### config.mk
export PLATFORM = sky130hd
export DESIGN_NAME = date_check_weekday_yearday
export DESIGN_NICKNAME = d
export VERILOG_FILES = /design/src/hw/rtl/dcwy_pkg.sv /design/src/hw/rtl/dcwy_prep.sv /design/src/hw/rtl/dcwy_calc.sv /design/src/hw/rtl/dcwy_mod7.sv /design/src/hw/rtl/date_check_weekday_yearday.sv
export SDC_FILE = /design/constraint.sdc
export NUM_CORES = 1
export LEC_CHECK = 0
export BUFFER_PORTS_ARGS = -buffer_cell sky130_fd_sc_hd__buf_4
export CAP_MARGIN = 20
export CORE_ASPECT_RATIO = 1.75
export CORE_UTILIZATION = 50
export CTS_BUF_LIST = sky130_fd_sc_hd__clkbuf_4 sky130_fd_sc_hd__clkbuf_8
export DETAILED_ROUTE_END_ITERATION = 10
export GPL_ROUTABILITY_DRIVEN = 0
export PLACE_DENSITY = 0.7
export SETUP_SLACK_MARGIN = 0.5
export SKIP_CTS_REPAIR_TIMING = 1
export SYNTH_ARGS = -nofsm -noshare
export SYNTH_HDL_FRONTEND = slang
export SYNTH_SLANG_ARGS = --single-unit
### constraint.sdc
create_clock -name clock -period 10.5 [get_ports clock]
set_input_delay 0.525 -clock clock [delete_from_list [all_inputs] [get_ports clock]]
set_output_delay 0.525 -clock clock [all_outputs]
set_load 0.02 [all_outputs]
### src/hw/rtl/dcwy_pkg.sv
// Package for the date check with weekday and day-of-year block.
// Holds the channel payload types, the inter-stage types and the month offset table.
// No dependencies.
package dcwy_pkg;

   localparam logic [11:0] YEAR_BASE     = 12'd1900;
   localparam logic [7:0]  YEAR_LOW      = 8'd100;
   localparam logic [7:0]  YEAR_HIGH     = 8'd199;
   localparam logic [3:0]  MONTH_LAST    = 4'd11;
   localparam logic [3:0]  MONTH_MARCH   = 4'd2;
   localparam logic [3:0]  MONTH_JULY    = 4'd6;
   localparam logic [4:0]  HOUR_LAST     = 5'd23;
   localparam logic [5:0]  MINSEC_LAST   = 6'd59;
   localparam logic [2:0]  WEEKDAY_LAST  = 3'd6;
   localparam logic [11:0] YEAR_1900     = 12'd1900;
   localparam logic [11:0] YEAR_2000     = 12'd2000;
   localparam logic [11:0] YEAR_2100     = 12'd2100;
   localparam logic [2:0]  DAYS_PER_WEEK = 3'd7;

   typedef struct packed {
      logic [7:0] year_since_1900;
      logic [3:0] month_index;
      logic [4:0] day_of_month;
      logic [4:0] hour;
      logic [5:0] minute;
      logic [5:0] second;
      logic [2:0] stated_weekday;
   } req_type;

   typedef struct packed {
      logic       date_valid;
      logic [2:0] weekday;
      logic [8:0] day_of_year;
   } rsp_type;

   // After the first stage: adjusted full year and range checks
   typedef struct packed {
      logic        date_valid;
      logic        month_ok;
      logic [11:0] year_adj;
      logic [3:0]  month_index;
      logic [4:0]  day_of_month;
   } s1_type;

   // After the second stage: unreduced weekday sum and day of year
   typedef struct packed {
      logic        date_valid;
      logic        month_ok;
      logic [11:0] week_sum;
      logic [8:0]  day_of_year;
   } s2_type;

   // Month offset table of the weekday method
   function automatic logic [2:0] month_offset(input logic [3:0] mon);
      logic [2:0] off;
      unique case (mon)
         4'd0:    off = 3'd0;
         4'd1:    off = 3'd3;
         4'd2:    off = 3'd2;
         4'd3:    off = 3'd5;
         4'd4:    off = 3'd0;
         4'd5:    off = 3'd3;
         4'd6:    off = 3'd5;
         4'd7:    off = 3'd1;
         4'd8:    off = 3'd4;
         4'd9:    off = 3'd6;
         4'd10:   off = 3'd2;
         4'd11:   off = 3'd4;
         default: off = 3'd0;
      endcase
      return off;
   endfunction

endpackage

### src/hw/rtl/dcwy_prep.sv
// First pipeline stage: range checks and the full year, adjusted for January and February.
// Depends on dcwy_pkg.
module dcwy_prep (
   input  logic             clock,
   input  logic             reset,
   input  logic             advance,
   input  logic             in_valid,
   input  dcwy_pkg::req_type in_data,
   output logic             out_valid,
   output dcwy_pkg::s1_type out_data
);
   import dcwy_pkg::*;

   logic    valid_ff;
   s1_type  data_ff;
   s1_type  data_in;
   logic    jan_feb;

   // Check every field and form the year used by the weekday sum
   always_comb begin
      jan_feb = (in_data.month_index < MONTH_MARCH);
      data_in.date_valid = (in_data.hour <= HOUR_LAST) &&
                           (in_data.minute <= MINSEC_LAST) &&
                           (in_data.second <= MINSEC_LAST) &&
                           (in_data.year_since_1900 >= YEAR_LOW) &&
                           (in_data.year_since_1900 <= YEAR_HIGH) &&
                           (in_data.month_index <= MONTH_LAST) &&
                           (in_data.stated_weekday <= WEEKDAY_LAST) &&
                           (in_data.day_of_month != 5'd0);
      data_in.month_ok     = (in_data.month_index <= MONTH_LAST);
      data_in.year_adj     = {4'd0, in_data.year_since_1900} + YEAR_BASE - {11'd0, jan_feb};
      data_in.month_index  = in_data.month_index;
      data_in.day_of_month = in_data.day_of_month;
   end

   // Load on advance, hold otherwise
   always_ff @(posedge clock) begin
      if (reset) begin
         valid_ff <= 1'b0;
      end else if (advance) begin
         valid_ff <= in_valid;
      end
   end

   always_ff @(posedge clock) begin
      if (advance) begin
         data_ff <= data_in;
      end
   end

   assign out_valid = valid_ff;
   assign out_data  = data_ff;

endmodule

### src/hw/rtl/dcwy_calc.sv
// Second pipeline stage: weekday sum before reduction and the day-of-year count.
// Depends on dcwy_pkg.
module dcwy_calc (
   input  logic             clock,
   input  logic             reset,
   input  logic             advance,
   input  logic             in_valid,
   input  dcwy_pkg::s1_type in_data,
   output logic             out_valid,
   output dcwy_pkg::s2_type out_data
);
   import dcwy_pkg::*;

   logic        valid_ff;
   s2_type      data_ff;
   s2_type      data_in;
   logic [11:0] y;
   logic [3:0]  mon;
   logic [4:0]  q100;
   logic [2:0]  q400;
   logic        leap;
   logic [8:0]  mon30;
   logic [8:0]  tail;

   always_comb begin
      y   = in_data.year_adj;
      mon = in_data.month_index;

      // Century terms over the year span 1899 to 2155
      priority if (y < YEAR_1900) begin
         q100 = 5'd18;
      end else if (y < YEAR_2000) begin
         q100 = 5'd19;
      end else if (y < YEAR_2100) begin
         q100 = 5'd20;
      end else begin
         q100 = 5'd21;
      end
      q400 = (y < YEAR_2000) ? 3'd4 : 3'd5;

      // Leap only matters from March on, where the year is not adjusted
      leap = (y[1:0] == 2'b00) && (y != YEAR_1900) && (y != YEAR_2100);

      data_in.week_sum = {7'd0, in_data.day_of_month} + {9'd0, month_offset(mon)} + y +
                         {2'd0, y[11:2]} - {7'd0, q100} + {9'd0, q400};

      // Thirty days a month, plus one for each long month passed
      mon30 = ({5'd0, mon} << 5) - ({5'd0, mon} << 1);
      if (mon > MONTH_JULY) begin
         tail = 9'd4 + ({5'd0, mon - MONTH_JULY} >> 1);
      end else begin
         tail = {5'd0, mon + 4'd1} >> 1;
      end
      data_in.day_of_year = {4'd0, in_data.day_of_month} + mon30 + tail +
                            {8'd0, leap && (mon >= MONTH_MARCH)};

      data_in.date_valid = in_data.date_valid;
      data_in.month_ok   = in_data.month_ok;
   end

   // Load on advance, hold otherwise
   always_ff @(posedge clock) begin
      if (reset) begin
         valid_ff <= 1'b0;
      end else if (advance) begin
         valid_ff <= in_valid;
      end
   end

   always_ff @(posedge clock) begin
      if (advance) begin
         data_ff <= data_in;
      end
   end

   assign out_valid = valid_ff;
   assign out_data  = data_ff;

endmodule

### src/hw/rtl/dcwy_mod7.sv
// Third pipeline stage: reduce the weekday sum modulo seven and form the result item.
// Depends on dcwy_pkg.
module dcwy_mod7 (
   input  logic              clock,
   input  logic              reset,
   input  logic              advance,
   input  logic              in_valid,
   input  dcwy_pkg::s2_type  in_data,
   output logic              out_valid,
   output dcwy_pkg::rsp_type out_data
);
   import dcwy_pkg::*;

   logic       valid_ff;
   rsp_type    data_ff;
   rsp_type    data_in;
   logic [4:0] fold1;
   logic [3:0] fold2;
   logic [2:0] rem;

   always_comb begin
      // Eight is one modulo seven: add the octal digits, twice
      fold1 = {2'd0, in_data.week_sum[2:0]} + {2'd0, in_data.week_sum[5:3]} +
              {2'd0, in_data.week_sum[8:6]} + {2'd0, in_data.week_sum[11:9]};
      fold2 = {1'd0, fold1[2:0]} + {2'd0, fold1[4:3]};
      if (fold2 >= {1'd0, DAYS_PER_WEEK}) begin
         rem = 3'(fold2 - {1'd0, DAYS_PER_WEEK});
      end else begin
         rem = fold2[2:0];
      end

      // Drop computed values for a month beyond December
      data_in.date_valid  = in_data.date_valid;
      data_in.weekday     = in_data.month_ok ? rem : 3'd0;
      data_in.day_of_year = in_data.month_ok ? in_data.day_of_year : 9'd0;
   end

   // Load on advance, hold otherwise
   always_ff @(posedge clock) begin
      if (reset) begin
         valid_ff <= 1'b0;
      end else if (advance) begin
         valid_ff <= in_valid;
      end
   end

   always_ff @(posedge clock) begin
      if (advance) begin
         data_ff <= data_in;
      end
   end

   assign out_valid = valid_ff;
   assign out_data  = data_ff;

endmodule

### src/hw/rtl/date_check_weekday_yearday.sv
// Top level of the date check with computed weekday and day of year.
// Instantiates dcwy_prep, dcwy_calc and dcwy_mod7; types from dcwy_pkg.
//
//   channel   ports                            direction   payload
//   request   req_valid req_stall req_payload  in          req_type (date and time)
//   response  rsp_valid rsp_stall rsp_payload  out         rsp_type (flag, weekday, yday)
//
// Three register stages; an item's result is on the response ports from the last of them,
// the dcwy_mod7 register, and is held there while the response side stalls.
// One item is accepted every cycle while the response side does not stall.
// A stage loads whenever it is empty or the stage after it moves, so bubbles close up.
// Synchronous reset empties all stages; no clearing pass is needed.
module date_check_weekday_yearday (
   input  logic              clock,
   input  logic              reset,
   input  logic              req_valid,
   output logic              req_stall,
   input  dcwy_pkg::req_type req_payload,
   output logic              rsp_valid,
   input  logic              rsp_stall,
   output dcwy_pkg::rsp_type rsp_payload
);
   import dcwy_pkg::*;

   logic    s1_valid;
   logic    s2_valid;
   s1_type  s1_data;
   s2_type  s2_data;
   logic    adv1;
   logic    adv2;
   logic    adv3;

   // Advance each stage when it is empty or its successor moves
   assign adv3      = !rsp_valid || !rsp_stall;
   assign adv2      = !s2_valid || adv3;
   assign adv1      = !s1_valid || adv2;
   assign req_stall = !adv1;

   dcwy_prep u_prep (
      .clock     (clock),
      .reset     (reset),
      .advance   (adv1),
      .in_valid  (req_valid),
      .in_data   (req_payload),
      .out_valid (s1_valid),
      .out_data  (s1_data)
   );

   dcwy_calc u_calc (
      .clock     (clock),
      .reset     (reset),
      .advance   (adv2),
      .in_valid  (s1_valid),
      .in_data   (s1_data),
      .out_valid (s2_valid),
      .out_data  (s2_data)
   );

   dcwy_mod7 u_mod7 (
      .clock     (clock),
      .reset     (reset),
      .advance   (adv3),
      .in_valid  (s2_valid),
      .in_data   (s2_data),
      .out_valid (rsp_valid),
      .out_data  (rsp_payload)
   );

endmodule

==> summary.txt <==
Outcome
  • Status: finished, final reports clean

Setup path
  • Slowest cell on crit path: fa_1
  • Crit path launch type: flip-flop
  • CP max stage delay: ~0.49 ns
  • Worst Path Buf+Inv: 1
  • Crit Path Class: reg2reg
  • Arr. time, crit path: 4.54 ns
  • Critical Path Fanout Max: 5
  • Element type at the critical path end: flip-flop
  • Req. time, crit path: around 11 ns
  • CP cell instances: inv_1 > ha_1 > nand4_1 > o21ai_0 > fa_1 > fa_1 > ha_1 > ha_1 > fa_1 > a21oi_1 > nor2_1 > nor3_1 > a21oi_1 > xor2_1
  • Worst path top cell family by delay: adder cells

Detailed routing
  • DRT antenna net count: 0
  • Routed WL: approximately 8300 um
  • Routed vias: 3242
  • Drt pass-1 iters: 4
  • Initial DRC count: 120
  • Via density: 5.31
  • DRC: 0
  • Routed len/inst: 13.6 um

GRT
  • Pin count of the biggest net entering global routing: 32
  • Grt total ovfl: 0
  • Initial antenna violation count: 0
  • Vias in the first global route: 3330
  • Overall routing resource usage: 17.8%
  • First-pass GRT wire length: 13900 um

Power
  • Pwr Total: 1.94 mW
  • Max VDD drop: 0.000310 V
  • Pwr/cell area: 351 nW/um2
  • Leak: 2.60 nW

CTS
  • CTS root buffer: clkbuf_8
  • Inserted Clock Buffers: 9
  • CTS tree: yes
  • H-tree depth: 3
  • Reg clk slew, reported paths: 0.07 ns
  • Clock latency on the worst-skew pair: 0.35 ns
  • CTS Sinks: 65
  • CTS max path bufs: 2

Layout
  • N_diodes: 0
  • P&R area growth vs syn: 15.6%
  • Nets: just over 600
  • Commonest non-fill, non-tap cell in the layout: ha_1
  • Most frequent cells in the layout: 75 x ha_1, 72 x inv_1, 59 x edfxtp_1
  • Fin cells: 611
  • Final instance area: 5530 um2
  • Fraction of layout cells with a size suffix above 1: 14.9%
  • Final Util: 60.4%

Floorplanning
  • # rows: 46
  • # IOs: 56
  • Die H: 131 um
  • Core area: approximately 9000 um2
  • Die X: 75.9 um
  • Initial core utilization: 52.3%
  • Die Area: 9970 um2

Timing
  • Slew headroom: 62.9%
  • Final hold viol count: 0
  • Fmax: 225 MHz
  • Tcrit/Tclk final: 42.4%
  • Final Max Slew Viols: 0
  • Setup_tns: 0 ns
  • Final min period: 4.45 ns
  • Unrepaired setup endpoints after global routing: no
  • Final Skew: a little over 0.009 ns
  • Tightest Pin Transition: approximately 0.56 ns
  • Final setup fails: 0
  • Final WS setup: 6.05 ns
  • Hold slack: around 0.35 ns

Place
  • Placed instance area: between 5000 and 6000 um2
  • Setup slack after placement: 6.06 ns
  • Cells after DPL: between 500 and 600
  • IO Port Bufs: 48
  • HPWL Detailed: approximately 6800 um

Yosys
  • Synth top area cells: edfxtp_1 37%, ha_1 20%, fa_1 8.8%
  • Synth async-reset ratio: 0%
  • Cells after Synth: 427
  • #FFs+latches synth: 65
  • Synth warnings: 0
  • Mean post-synth cell area: between 10 and 15 um2
  • Syn_nets: 564
  • Yosys cell types: 50
  • Prevailing post-synth register cell: edfxtp_1
  • Area of the mapped netlist: 4780 um2
  • Synth top area share: 37.0%
  • Number of flops mapped to enable cells by yosys: about 60
  • Yosys top cell by area: edfxtp_1
  • Sequential area share after synthesis: 39.6%

Job
  • Maxcap violations: 0

Hold path
  • Hold crit path type: in2reg
## synth_stat cells, types with 2 or more instances
| master | n |
|---|---|
| inv_1 | 72 |
| nand3b_1 | 2 |
| a21oi_1 | 18 |
| edfxtp_1 | 59 |
| xor2_1 | 11 |
| a211oi_1 | 4 |
| a21o_1 | 8 |
| or3_1 | 2 |
| or4_1 | 3 |
| a311oi_1 | 3 |
| nand4_1 | 4 |
| nor2_1 | 26 |
| mux2i_1 | 4 |
| nor3_1 | 7 |
| and4_1 | 2 |
| and3_1 | 2 |
| a21boi_0 | 2 |
| dfxtp_1 | 6 |
| o21ai_0 | 11 |
| a31oi_1 | 2 |
| o21ai_1 | 2 |
| and2_1 | 11 |
| nand2_1 | 11 |
| fa_1 | 21 |
| nor2b_1 | 6 |
| ha_1 | 75 |
| nand3_1 | 10 |
| o21a_1 | 3 |
| nand2b_1 | 2 |
| xnor2_1 | 18 |
## layout make-up
class	instances	area (um2)
Fill cell	748	3620
Tap cell	120	150
Timing Repair Buffer	49	375
Multi-Input combinational cell	288	2610
Inverter	73	274
Clock inverter	6	92.6
Clock buffer	10	131
Sequential cell	65	1890
## registers in the layout (all words and copies together), names as in the netlist, named ones only
signal and count:
u_mod7.out_data 13, u_prep.out_data 23, u_calc.out_data 23, u_calc.out_valid 1
u_mod7.out_valid 1, u_prep.out_valid 1
## worst paths after layout
kind	to	depth (start not counted)	start	slack, ns
setup / recovery	u_calc.out_data[18]	14	u_prep.out_data[20]	6.05
hold / removal	u_calc.out_valid	2	reset	0.35
setup reg to reg	u_calc.out_data[18]	14	u_prep.out_data[20]	6.05
hold reg to reg	u_mod7.out_data[12]	0	u_calc.out_data[22]	0.43
## kinds of logic (layout without fill, tap and decap cells)
kind of cell             count (synthesis)  after routing  synth area share [%]
multiplexers                             5              5                  1.13
flip-flops                              65             65                  39.6
buffers and inverters                   74            138                  5.81
AO/OA/AOI/OAI                           65             65                  9.11
AND/OR/NAND/NOR                         93             93                  10.7
XOR/XNOR                                29             29                  5.31
adder cells (fa/ha/maj)                 96             96                  28.4
## metal layers
| metal | track usage [%] | up-vias | wire [um] |
|---|---|---|---|
| li1 | - | 1605 | - |
| met1 | 15.7 | 1531 | 2890 |
| met2 | 35.2 | 83 | 4810 |
| met3 | 3.06 | 23 | 299 |
| met4 | 12.0 | 0 | 331 |
| met5 | 0 | - | 0 |
## report_power, final
group	switching, mW	leakage (nW)	total (mW)	internal, mW
Sequential	0.0273	0.679	0.449	0.422
Clock	0.0972	0.106	0.234	0.137
Combinational	0.666	1.82	1.26	0.591
Power figures use the tool's default switching activity.
